===== src/rtl/core/assert_macros.svh =====
// assertion macros used by tick_task_release_table
`ifndef ASSERT_MACROS_SVH
`define ASSERT_MACROS_SVH
`ifndef SYNTHESIS
// property must hold at every rising clock edge outside reset
`define TTRT_ASSERT(lbl, clk, rst_n, prop, msg) \
  lbl: assert property (@(posedge clk) disable iff (!rst_n) (prop)) else $error(msg);
// condition must never be seen outside reset
`define TTRT_NEVER(lbl, clk, rst_n, cond, msg) \
  lbl: assert property (@(posedge clk) disable iff (!rst_n) !(cond)) else $error(msg);
`else
`define TTRT_ASSERT(lbl, clk, rst_n, prop, msg)
`define TTRT_NEVER(lbl, clk, rst_n, cond, msg)
`endif
`endif


===== src/rtl/core/ttrt_pkg.sv =====
// shared types and constants of the tick task release table
`timescale 1ns / 1ps
package ttrt_pkg;

  // input opcodes
  localparam logic OP_TICK = 1'b0;
  localparam logic OP_ADD  = 1'b1;

  // field widths
  localparam int unsigned TAG_W    = 8;
  localparam int unsigned PERIOD_W = 16;
  localparam int unsigned SLOT_W   = 3;
  localparam int unsigned KIND_W   = 2;
  localparam int unsigned REP_W    = 4;

  // most results a single tick reports
  localparam logic [REP_W-1:0] RES_LIMIT = 4'd8;

  // result kinds
  typedef enum logic [KIND_W-1:0] {
    KIND_ADD_OK  = 2'd0,
    KIND_FULL    = 2'd1,
    KIND_RELEASE = 2'd2,
    KIND_IDLE    = 2'd3
  } kind_e;

  // one table entry
  typedef struct packed {
    logic [TAG_W-1:0]    tag;
    logic [PERIOD_W-1:0] period;
    logic [PERIOD_W-1:0] countdown;
  } entry_t;

  // one result beat
  typedef struct packed {
    kind_e             kind;
    logic [SLOT_W-1:0] slot;
    logic [TAG_W-1:0]  tag;
  } result_t;

endpackage


===== src/rtl/core/ttrt_in_if.sv =====
// input channel: opcode, task tag and period with valid/ready
`timescale 1ns / 1ps
interface ttrt_in_if;
  logic        valid;
  logic        ready;
  logic        opcode;
  logic [7:0]  task_tag;
  logic [15:0] period;

  modport source (output valid, output opcode, output task_tag, output period, input ready);
  modport sink   (input valid, input opcode, input task_tag, input period, output ready);
endinterface


===== src/rtl/core/ttrt_out_if.sv =====
// output channel: result kind, slot, tag and last flag with valid/ready
`timescale 1ns / 1ps
interface ttrt_out_if;
  logic       valid;
  logic       ready;
  logic [1:0] result_kind;
  logic [2:0] slot;
  logic [7:0] released_tag;
  logic       last;

  modport source (output valid, output result_kind, output slot, output released_tag,
                  output last, input ready);
  modport sink   (input valid, input result_kind, input slot, input released_tag,
                  input last, output ready);
endinterface


===== src/rtl/core/ttrt_table.sv =====
// task table storage: tag, period and countdown memories, one read and one write port
`timescale 1ns / 1ps
module ttrt_table #(
  parameter int unsigned DEPTH = 8,
  parameter int unsigned IDX_W = 3
) (
  input  logic              clk_i,
  input  logic              wr_all_i,
  input  logic              wr_cd_i,
  input  logic [IDX_W-1:0]  wr_idx_i,
  input  ttrt_pkg::entry_t  wr_entry_i,
  input  logic              rd_en_i,
  input  logic [IDX_W-1:0]  rd_idx_i,
  output ttrt_pkg::entry_t  rd_entry_o
);

  logic [ttrt_pkg::TAG_W-1:0]    tag_mem    [DEPTH];
  logic [ttrt_pkg::PERIOD_W-1:0] period_mem [DEPTH];
  logic [ttrt_pkg::PERIOD_W-1:0] cd_mem     [DEPTH];
  ttrt_pkg::entry_t              rd_entry_q;

  // writes: add fills a whole entry, the walk rewrites only the countdown
  always_ff @(posedge clk_i) begin
    if (wr_all_i) begin
      tag_mem[wr_idx_i]    <= wr_entry_i.tag;
      period_mem[wr_idx_i] <= wr_entry_i.period;
    end
    if (wr_all_i || wr_cd_i) begin
      cd_mem[wr_idx_i] <= wr_entry_i.countdown;
    end
  end

  // registered read, held while no read is issued
  always_ff @(posedge clk_i) begin
    if (rd_en_i) begin
      rd_entry_q.tag       <= tag_mem[rd_idx_i];
      rd_entry_q.period    <= period_mem[rd_idx_i];
      rd_entry_q.countdown <= cd_mem[rd_idx_i];
    end
  end

  assign rd_entry_o = rd_entry_q;

endmodule


===== src/rtl/core/tick_task_release_table.sv =====
// Add: the result is held in the pending register, then loaded into the output register once it is free.
// Tick: one entry is visited per cycle through the table's single read port while the
//   output side does not stall; the final result is loaded once the walk has finished
//   and the output register is free.
// One item is worked on at a time; the next beat is taken once the last result is queued.
// Reset clears the task count and control state; table memories are not cleared.
`timescale 1ns / 1ps
`include "assert_macros.svh"
module tick_task_release_table #(
  parameter int unsigned MAX_TASKS = 8
) (
  input  logic         clk_i,
  input  logic         rst_ni,
  ttrt_in_if.sink      in_i,
  ttrt_out_if.source   out_o
);

  localparam int unsigned IDX_W = (MAX_TASKS > 1) ? $clog2(MAX_TASKS) : 1;
  localparam int unsigned CNT_W = $clog2(MAX_TASKS + 1);
  localparam logic [CNT_W-1:0] MAX_CNT = CNT_W'(MAX_TASKS);

  typedef enum logic [2:0] {
    ST_IDLE  = 3'b001,
    ST_WALK  = 3'b010,
    ST_FLUSH = 3'b100
  } state_e;

  state_e                     state_q, state_d;
  logic [CNT_W-1:0]           count_q, count_d;
  logic [CNT_W-1:0]           rd_addr_q, rd_addr_d;
  logic                       ev_valid_q, ev_valid_d;
  logic [IDX_W-1:0]           ev_idx_q, ev_idx_d;
  logic [ttrt_pkg::REP_W-1:0] rep_cnt_q, rep_cnt_d;
  logic                       pend_valid_q, pend_valid_d;
  ttrt_pkg::result_t          pend_q, pend_d;
  logic                       out_valid_q, out_valid_d;
  ttrt_pkg::result_t          out_res_q, out_res_d;
  logic                       out_last_q, out_last_d;

  logic                       out_free;
  logic                       push;
  logic                       ev_zero;
  logic                       ev_report;
  logic                       need_push;
  logic                       advance;
  logic                       rd_en;
  logic                       wr_all;
  logic                       wr_cd;
  logic [IDX_W-1:0]           wr_idx;
  ttrt_pkg::entry_t           wr_entry;
  ttrt_pkg::entry_t           rd_entry;
  logic [ttrt_pkg::PERIOD_W-1:0] cd_next;

  // table storage
  ttrt_table #(
    .DEPTH (MAX_TASKS),
    .IDX_W (IDX_W)
  ) u_table (
    .clk_i      (clk_i),
    .wr_all_i   (wr_all),
    .wr_cd_i    (wr_cd),
    .wr_idx_i   (wr_idx),
    .wr_entry_i (wr_entry),
    .rd_en_i    (rd_en),
    .rd_idx_i   (rd_addr_q[IDX_W-1:0]),
    .rd_entry_o (rd_entry)
  );

  // shared countdown unit: zero test, then reload or decrement
  assign ev_zero = (rd_entry.countdown == '0);
  assign cd_next = ev_zero ? rd_entry.period : rd_entry.countdown - 16'd1;

  // walk control
  assign out_free  = !out_valid_q || out_o.ready;
  assign ev_report = ev_valid_q && ev_zero && (rep_cnt_q < ttrt_pkg::RES_LIMIT);
  assign need_push = ev_report && pend_valid_q;
  assign advance   = (state_q == ST_WALK) && !(need_push && !out_free);
  assign rd_en     = advance && (rd_addr_q < count_q);

  assign in_i.ready = (state_q == ST_IDLE);

  // sequencer
  always_comb begin
    state_d      = state_q;
    count_d      = count_q;
    rd_addr_d    = rd_addr_q;
    ev_valid_d   = ev_valid_q;
    ev_idx_d     = ev_idx_q;
    rep_cnt_d    = rep_cnt_q;
    pend_valid_d = pend_valid_q;
    pend_d       = pend_q;
    push         = 1'b0;
    out_res_d    = out_res_q;
    out_last_d   = out_last_q;
    wr_all       = 1'b0;
    wr_cd        = 1'b0;
    wr_idx       = ev_idx_q;
    wr_entry.tag       = in_i.task_tag;
    wr_entry.period    = in_i.period;
    wr_entry.countdown = cd_next;

    unique case (state_q)
      ST_IDLE: begin
        if (in_i.valid) begin
          if (in_i.opcode == ttrt_pkg::OP_ADD) begin
            pend_valid_d = 1'b1;
            state_d      = ST_FLUSH;
            if (count_q < MAX_CNT) begin
              wr_all             = 1'b1;
              wr_idx             = count_q[IDX_W-1:0];
              wr_entry.countdown = in_i.period;
              pend_d.kind        = ttrt_pkg::KIND_ADD_OK;
              pend_d.slot        = ttrt_pkg::SLOT_W'(count_q[IDX_W-1:0]);
              pend_d.tag         = in_i.task_tag;
              count_d            = count_q + 1'b1;
            end else begin
              pend_d.kind = ttrt_pkg::KIND_FULL;
              pend_d.slot = '0;
              pend_d.tag  = '0;
            end
          end else begin
            rd_addr_d    = '0;
            ev_valid_d   = 1'b0;
            rep_cnt_d    = '0;
            pend_valid_d = 1'b0;
            state_d      = ST_WALK;
          end
        end
      end
      ST_WALK: begin
        if (advance) begin
          // retire the entry in the read register
          if (ev_valid_q) begin
            wr_cd = 1'b1;
            if (ev_report) begin
              if (pend_valid_q) begin
                push       = 1'b1;
                out_res_d  = pend_q;
                out_last_d = 1'b0;
              end
              pend_valid_d = 1'b1;
              pend_d.kind  = ttrt_pkg::KIND_RELEASE;
              pend_d.slot  = ttrt_pkg::SLOT_W'(ev_idx_q);
              pend_d.tag   = rd_entry.tag;
              rep_cnt_d    = rep_cnt_q + 1'b1;
            end
          end
          // fetch the next entry
          ev_valid_d = rd_en;
          if (rd_en) begin
            ev_idx_d  = rd_addr_q[IDX_W-1:0];
            rd_addr_d = rd_addr_q + 1'b1;
          end
          if (!ev_valid_q && !rd_en) begin
            state_d = ST_FLUSH;
          end
        end
      end
      ST_FLUSH: begin
        if (out_free) begin
          push       = 1'b1;
          out_last_d = 1'b1;
          if (pend_valid_q) begin
            out_res_d = pend_q;
          end else begin
            out_res_d.kind = ttrt_pkg::KIND_IDLE;
            out_res_d.slot = '0;
            out_res_d.tag  = '0;
          end
          pend_valid_d = 1'b0;
          state_d      = ST_IDLE;
        end
      end
      default: begin
        state_d = ST_IDLE;
      end
    endcase
  end

  // output register valid
  always_comb begin
    if (push) begin
      out_valid_d = 1'b1;
    end else if (out_o.ready) begin
      out_valid_d = 1'b0;
    end else begin
      out_valid_d = out_valid_q;
    end
  end

  // control registers
  always_ff @(posedge clk_i or negedge rst_ni) begin
    if (!rst_ni) begin
      state_q      <= ST_IDLE;
      count_q      <= '0;
      rd_addr_q    <= '0;
      ev_valid_q   <= 1'b0;
      rep_cnt_q    <= '0;
      pend_valid_q <= 1'b0;
      out_valid_q  <= 1'b0;
    end else begin
      state_q      <= state_d;
      count_q      <= count_d;
      rd_addr_q    <= rd_addr_d;
      ev_valid_q   <= ev_valid_d;
      rep_cnt_q    <= rep_cnt_d;
      pend_valid_q <= pend_valid_d;
      out_valid_q  <= out_valid_d;
    end
  end

  // payload registers
  always_ff @(posedge clk_i) begin
    ev_idx_q <= ev_idx_d;
    pend_q   <= pend_d;
    if (push) begin
      out_res_q  <= out_res_d;
      out_last_q <= out_last_d;
    end
  end

  // output beat
  assign out_o.valid        = out_valid_q;
  assign out_o.result_kind  = out_res_q.kind;
  assign out_o.slot         = out_res_q.slot;
  assign out_o.released_tag = out_res_q.tag;
  assign out_o.last         = out_last_q;

  // checks
  `TTRT_NEVER(a_count_range, clk_i, rst_ni, count_q > MAX_CNT, "task count beyond table size")
  `TTRT_NEVER(a_rep_range, clk_i, rst_ni, rep_cnt_q > ttrt_pkg::RES_LIMIT, "too many releases reported")
  `TTRT_ASSERT(a_walk_pend, clk_i, rst_ni, (state_q == ST_WALK && pend_valid_q) |-> (pend_q.kind == ttrt_pkg::KIND_RELEASE), "pending walk result is not a release")
  `TTRT_ASSERT(a_ev_walk, clk_i, rst_ni, ev_valid_q |-> (state_q == ST_WALK), "entry under evaluation outside walk")

endmodule

===== src/flat_wrapper.sv =====
// flat-port wrapper written by rule: the top's interface ports become plain ports
module tick_task_release_table_flat 
#(
  parameter int unsigned MAX_TASKS = 8
)
  (clk_i, rst_ni, in_i_valid, in_i_opcode, in_i_task_tag, in_i_period, in_i_ready, out_o_valid, out_o_result_kind, out_o_slot, out_o_released_tag, out_o_last, out_o_ready);
  ttrt_in_if in_i_i ();
  ttrt_out_if out_o_i ();
  input  logic clk_i;
  input  logic rst_ni;
  input wire logic [$bits(in_i_i.valid)-1:0] in_i_valid;
  input wire logic [$bits(in_i_i.opcode)-1:0] in_i_opcode;
  input wire logic [$bits(in_i_i.task_tag)-1:0] in_i_task_tag;
  input wire logic [$bits(in_i_i.period)-1:0] in_i_period;
  output wire logic [$bits(in_i_i.ready)-1:0] in_i_ready;
  output wire logic [$bits(out_o_i.valid)-1:0] out_o_valid;
  output wire logic [$bits(out_o_i.result_kind)-1:0] out_o_result_kind;
  output wire logic [$bits(out_o_i.slot)-1:0] out_o_slot;
  output wire logic [$bits(out_o_i.released_tag)-1:0] out_o_released_tag;
  output wire logic [$bits(out_o_i.last)-1:0] out_o_last;
  input wire logic [$bits(out_o_i.ready)-1:0] out_o_ready;
  assign in_i_i.valid = in_i_valid;
  assign in_i_i.opcode = in_i_opcode;
  assign in_i_i.task_tag = in_i_task_tag;
  assign in_i_i.period = in_i_period;
  assign in_i_ready = in_i_i.ready;
  assign out_o_valid = out_o_i.valid;
  assign out_o_result_kind = out_o_i.result_kind;
  assign out_o_slot = out_o_i.slot;
  assign out_o_released_tag = out_o_i.released_tag;
  assign out_o_last = out_o_i.last;
  assign out_o_i.ready = out_o_ready;
  tick_task_release_table #(.MAX_TASKS(MAX_TASKS)) u_core (.clk_i(clk_i), .rst_ni(rst_ni), .in_i(in_i_i), .out_o(out_o_i));
endmodule

===== config.mk =====
export PLATFORM = sky130hd
export DESIGN_NAME = tick_task_release_table_flat
export DESIGN_NICKNAME = d
export VERILOG_FILES = /design/src/rtl/core/ttrt_pkg.sv /design/src/rtl/core/ttrt_in_if.sv /design/src/rtl/core/ttrt_out_if.sv /design/src/rtl/core/ttrt_table.sv /design/src/rtl/core/tick_task_release_table.sv /design/src/flat_wrapper.sv
export VERILOG_INCLUDE_DIRS = /design/src /design/src/rtl/core
export SDC_FILE = /design/constraint.sdc
export NUM_CORES = 1
export LEC_CHECK = 0
export ABC_AREA = 1
export ABC_CLOCK_PERIOD_IN_PS = 3380
export BUFFER_PORTS_ARGS = -buffer_cell sky130_fd_sc_hd__buf_4
export CORE_ASPECT_RATIO = 0.7
export CORE_MARGIN = 2
export CORE_UTILIZATION = 62
export DETAILED_ROUTE_END_ITERATION = 8
export HOLD_SLACK_MARGIN = 0.1
export PLACE_DENSITY = 0.86
export SYNTH_ARGS = -nofsm -noshare
export SYNTH_HDL_FRONTEND = slang
export SYNTH_SLANG_ARGS = --single-unit

===== constraint.sdc =====
create_clock -name clk_i -period 3.38 [get_ports clk_i]
set_clock_uncertainty 0.2 [all_clocks]
set_input_delay 0.507 -clock clk_i [delete_from_list [all_inputs] [get_ports clk_i]]
set_output_delay 0.507 -clock clk_i [all_outputs]
set_load 0.01 [all_outputs]

==> flow_summary.ini <==
[timing]
relSlewSlack_pct = 35.9
finalHoldViolCount = 0
rsz0062_at_grt = false
tns_ns = 0
timing.fmax_ghz = 0.347
worst_slew_pin_slew_ns = 0.962
fin_crit_ns = 2.88
finalSetupViolCount = 0
fin_crit_sh_pct = 85.2
maxSlewViolCount = 0

[logic_synthesis]
yosysWarnings = 0
syn-mean-instance-area_um2 = 12.2
synth_edf_count = 390
synth_most_common_cell = edfxtp_1
ys_ff_latch = 408
ys_seq_area_share_pct = 73.4
syn_nets = 1396
synth_area_leaders = edfxtp_1 71%, nor2_1 7.7%, o21ai_0 5.6%
synth_cells = 1359
synth_ff_type = edfxtp_1
ys_types = 40
synth_commonest_cells = 390 x edfxtp_1, 341 x nor2_1, 186 x o21ai_0, 110 x nand2_1
synth_area_leader_cell = edfxtp_1
synthArstFlopShare_pct = 4.41
netlist_area_um2 = 16600
synth_top_area_share_pct = 70.6

[drt]
wl_um = 36300
first_iter_violations = 1241
dr_total_vias = 10845
drtPass1Iterations = 5
ant_nets = 0
drc = 0
wire_per_inst_um = 19.9
viasPerCell = 5.95

[clock_network]
numClockSinks = 408
tritoncts = yes
cts_made_buffers = 38
insertion_delay_ns = 0.54
cts_buffer_depth = 3
clk_pin_slew_ns = 0.07
cts_root_buf = clkbuf_16
cts_htree_levels = 2

[floorplanning]
core_area_um2 = 26500
rows = 50
die-area_um2 = 28100
boundaryPins = 45
die_w_um = 199
start_util_pct = 62.5
fp.dieH_um = 141

[cells_and_area]
drive_gt1_share_pct = 12.5
instances_no_fill = 1824
nNetsFinal = 1472
syn_to_final_growth_pct = 13.4

[placed_design]
place_inst = 1732
dpl.hpwl_um = 21700
gp_congestion = 0.894
io_buffer_count = 44

[setup_path]
startpoint_type = flip-flop
crit_slowest_cell = nor3_2
reg2reg_slack_ns = 0.50
worstPathArrival_ns = 2.82
worstSetupEndpointType = flip-flop
path_cells = inv_1 -> ha_1 -> nand2_1 -> nor2_2 -> nand2_4 -> nor2_8 -> nand3_1 -> nand2_1 -> inv_1 -> nor3_2
cp.required_ns = 3.32
max_stage_delay_ns = 0.68
crit_fanout = 23
worst-setup-path-type = reg -> reg
r2r-start = u_core.u_table.rd_entry_o[0]
startpoint = u_core.u_table.rd_entry_o[0]
path_buf_inv = 2
critPathTopFamily = simple AND/OR/NAND/NOR gates

[grt]
grt-ovfl-total = 0
gr-usage-all-layers_pct = 26.6
grt_max_degree = 95
antenna_found_initial = 1
grt_pass1_wl_um = 56900
grt_pass1_vias = 10395

[pwr]
peakVddDrop_mv = 0.506
power_density_nw_per_um2 = 630
leakage_uw = 0.00658

[min_path]
hold_path.class = in -> async

[run_status]
status = completed

[flow_run]
cap_violations = 0
[repair_timing]
action | in CTS | in global routing
resized for setup | 0 | 0
hold buffers | 27 | 0
endpoints found under the hold margin | 212 | 0
setup buffers | 0 | 0
[kinds of logic (layout without fill, tap and decap cells)]
logic type               after synthesis  after routing  synth area share [%]
other                                  0              1                     0
flip-flops                           408            408                  73.4
XOR/XNOR                              12             12                 0.634
AO/OA/AOI/OAI                        293            293                  9.65
buffers and inverters                130            230                  3.12
adder cells (fa/ha/maj)                8              8                 0.604
AND/OR/NAND/NOR                      508            508                  12.6
[worst paths after layout]
check | to | cells after the start
worst min register to register | u_core.out_o.result_kind[1] | 1
worst min-delay path | u_core.rep_cnt_q[2] | 2
max in group asynchronous | u_core.state_q[0] | 2
worst max register to register | u_core.out_o.released_tag[7] | 10
worst max-delay path | u_core.out_o.released_tag[7] | 10
min in group clk_i | u_core.pend_valid_q | 5
[placed cells by master (no fill, tap or decap), types with 3 or more instances in the layout]
cell / instances
edfxtp_1: 390
nor2_1: 333
o21ai_0: 186
nand2_1: 110
buf_4: 77
a31oi_1: 44
inv_1: 44
o22ai_1: 40
clkbuf_16: 38
dlygate4sd3_1: 27
nand3_1: 18
nor2_2: 17
dfrtp_1: 15
clkbuf_1: 13
inv_2: 10
clkinv_1: 9
o21ai_1: 8
ha_1: 8
nand2_2: 7
xor2_1: 6
a21oi_1: 6
xnor2_1: 6
nand3_2: 5
buf_12: 4
nor2_4: 3
nor3_1: 3
clkinv_2: 3
o211ai_1: 3
[cell type report]
cell class              instances  area (um2)
well taps                     364         455
clock inverters                13        98.8
diodes                          1        2.50
multi-input cells             821        3930
fillers                      1739        7720
flip-flops and latches        408       12200
clock buffers                  51        1000
repair buffers                108         928
inverters                      58         221
[sequential cells by signal, indices dropped and copies added (netlist names)]
| name | flops |
|---|---|
| u_core.state_q | 3 |
| u_core.out_o.released_tag | 8 |
| u_core.pend_valid_q | 1 |
| u_core.rep_cnt_q | 4 |
| u_core.u_table.cd_mem | 128 |
| u_core.u_table.period_mem | 128 |
| u_core.count_q | 4 |
| u_core.u_table.rd_entry_o | 40 |
| u_core.out_o.last | 1 |
| u_core.out_o.result_kind | 2 |
| u_core.pend_q | 13 |
| u_core.ev_idx_q | 3 |
| u_core.out_o.slot | 3 |
| u_core.rd_addr_q | 4 |
| u_core.out_o.valid | 1 |
| u_core.u_table.tag_mem | 64 |
| u_core.ev_valid_q | 1 |
[metrics by stage]
stage,utilization (%),worst slack [ns],power [uW],hold slack (ns),area [um2]
floorplan,-,0.460,7380,0.0114,16600
global placement,65.7,0.687,7900,0.195,17400
detailed placement,65.7,0.578,7980,0.196,17400
CTS,70.9,0.520,11900,0.169,18800
global route,70.9,0.342,12300,0.201,18800
finish,70.9,0.500,11800,0.183,18800
[power by group]
group,switching [uW],internal [uW]
Sequential,151,5920
Clock,1750,2150
Combinational,1290,581
[routing by layer]
metal  part of all wire, %  track usage [%]  up-vias
met2                    48             42.3      570
li1                      -                -     4970
met5                     0                0        -
met4                   2.3             8.07        0
met3                   9.1             4.83       71
met1                    41             38.2     5234
[worst reg2reg max path: stages, from the launching register on]
cell and delay (ns):
edfxtp_1 0.38, inv_1 0.15, ha_1 0.20, nand2_1 0.09, nor2_2 0.16, nand2_4 0.20, nor2_8 0.19, nand3_1 0.08
nand2_1 0.08, inv_1 0.06, nor3_2 0.68
Note: power is estimated with default switching activity, not from simulation.
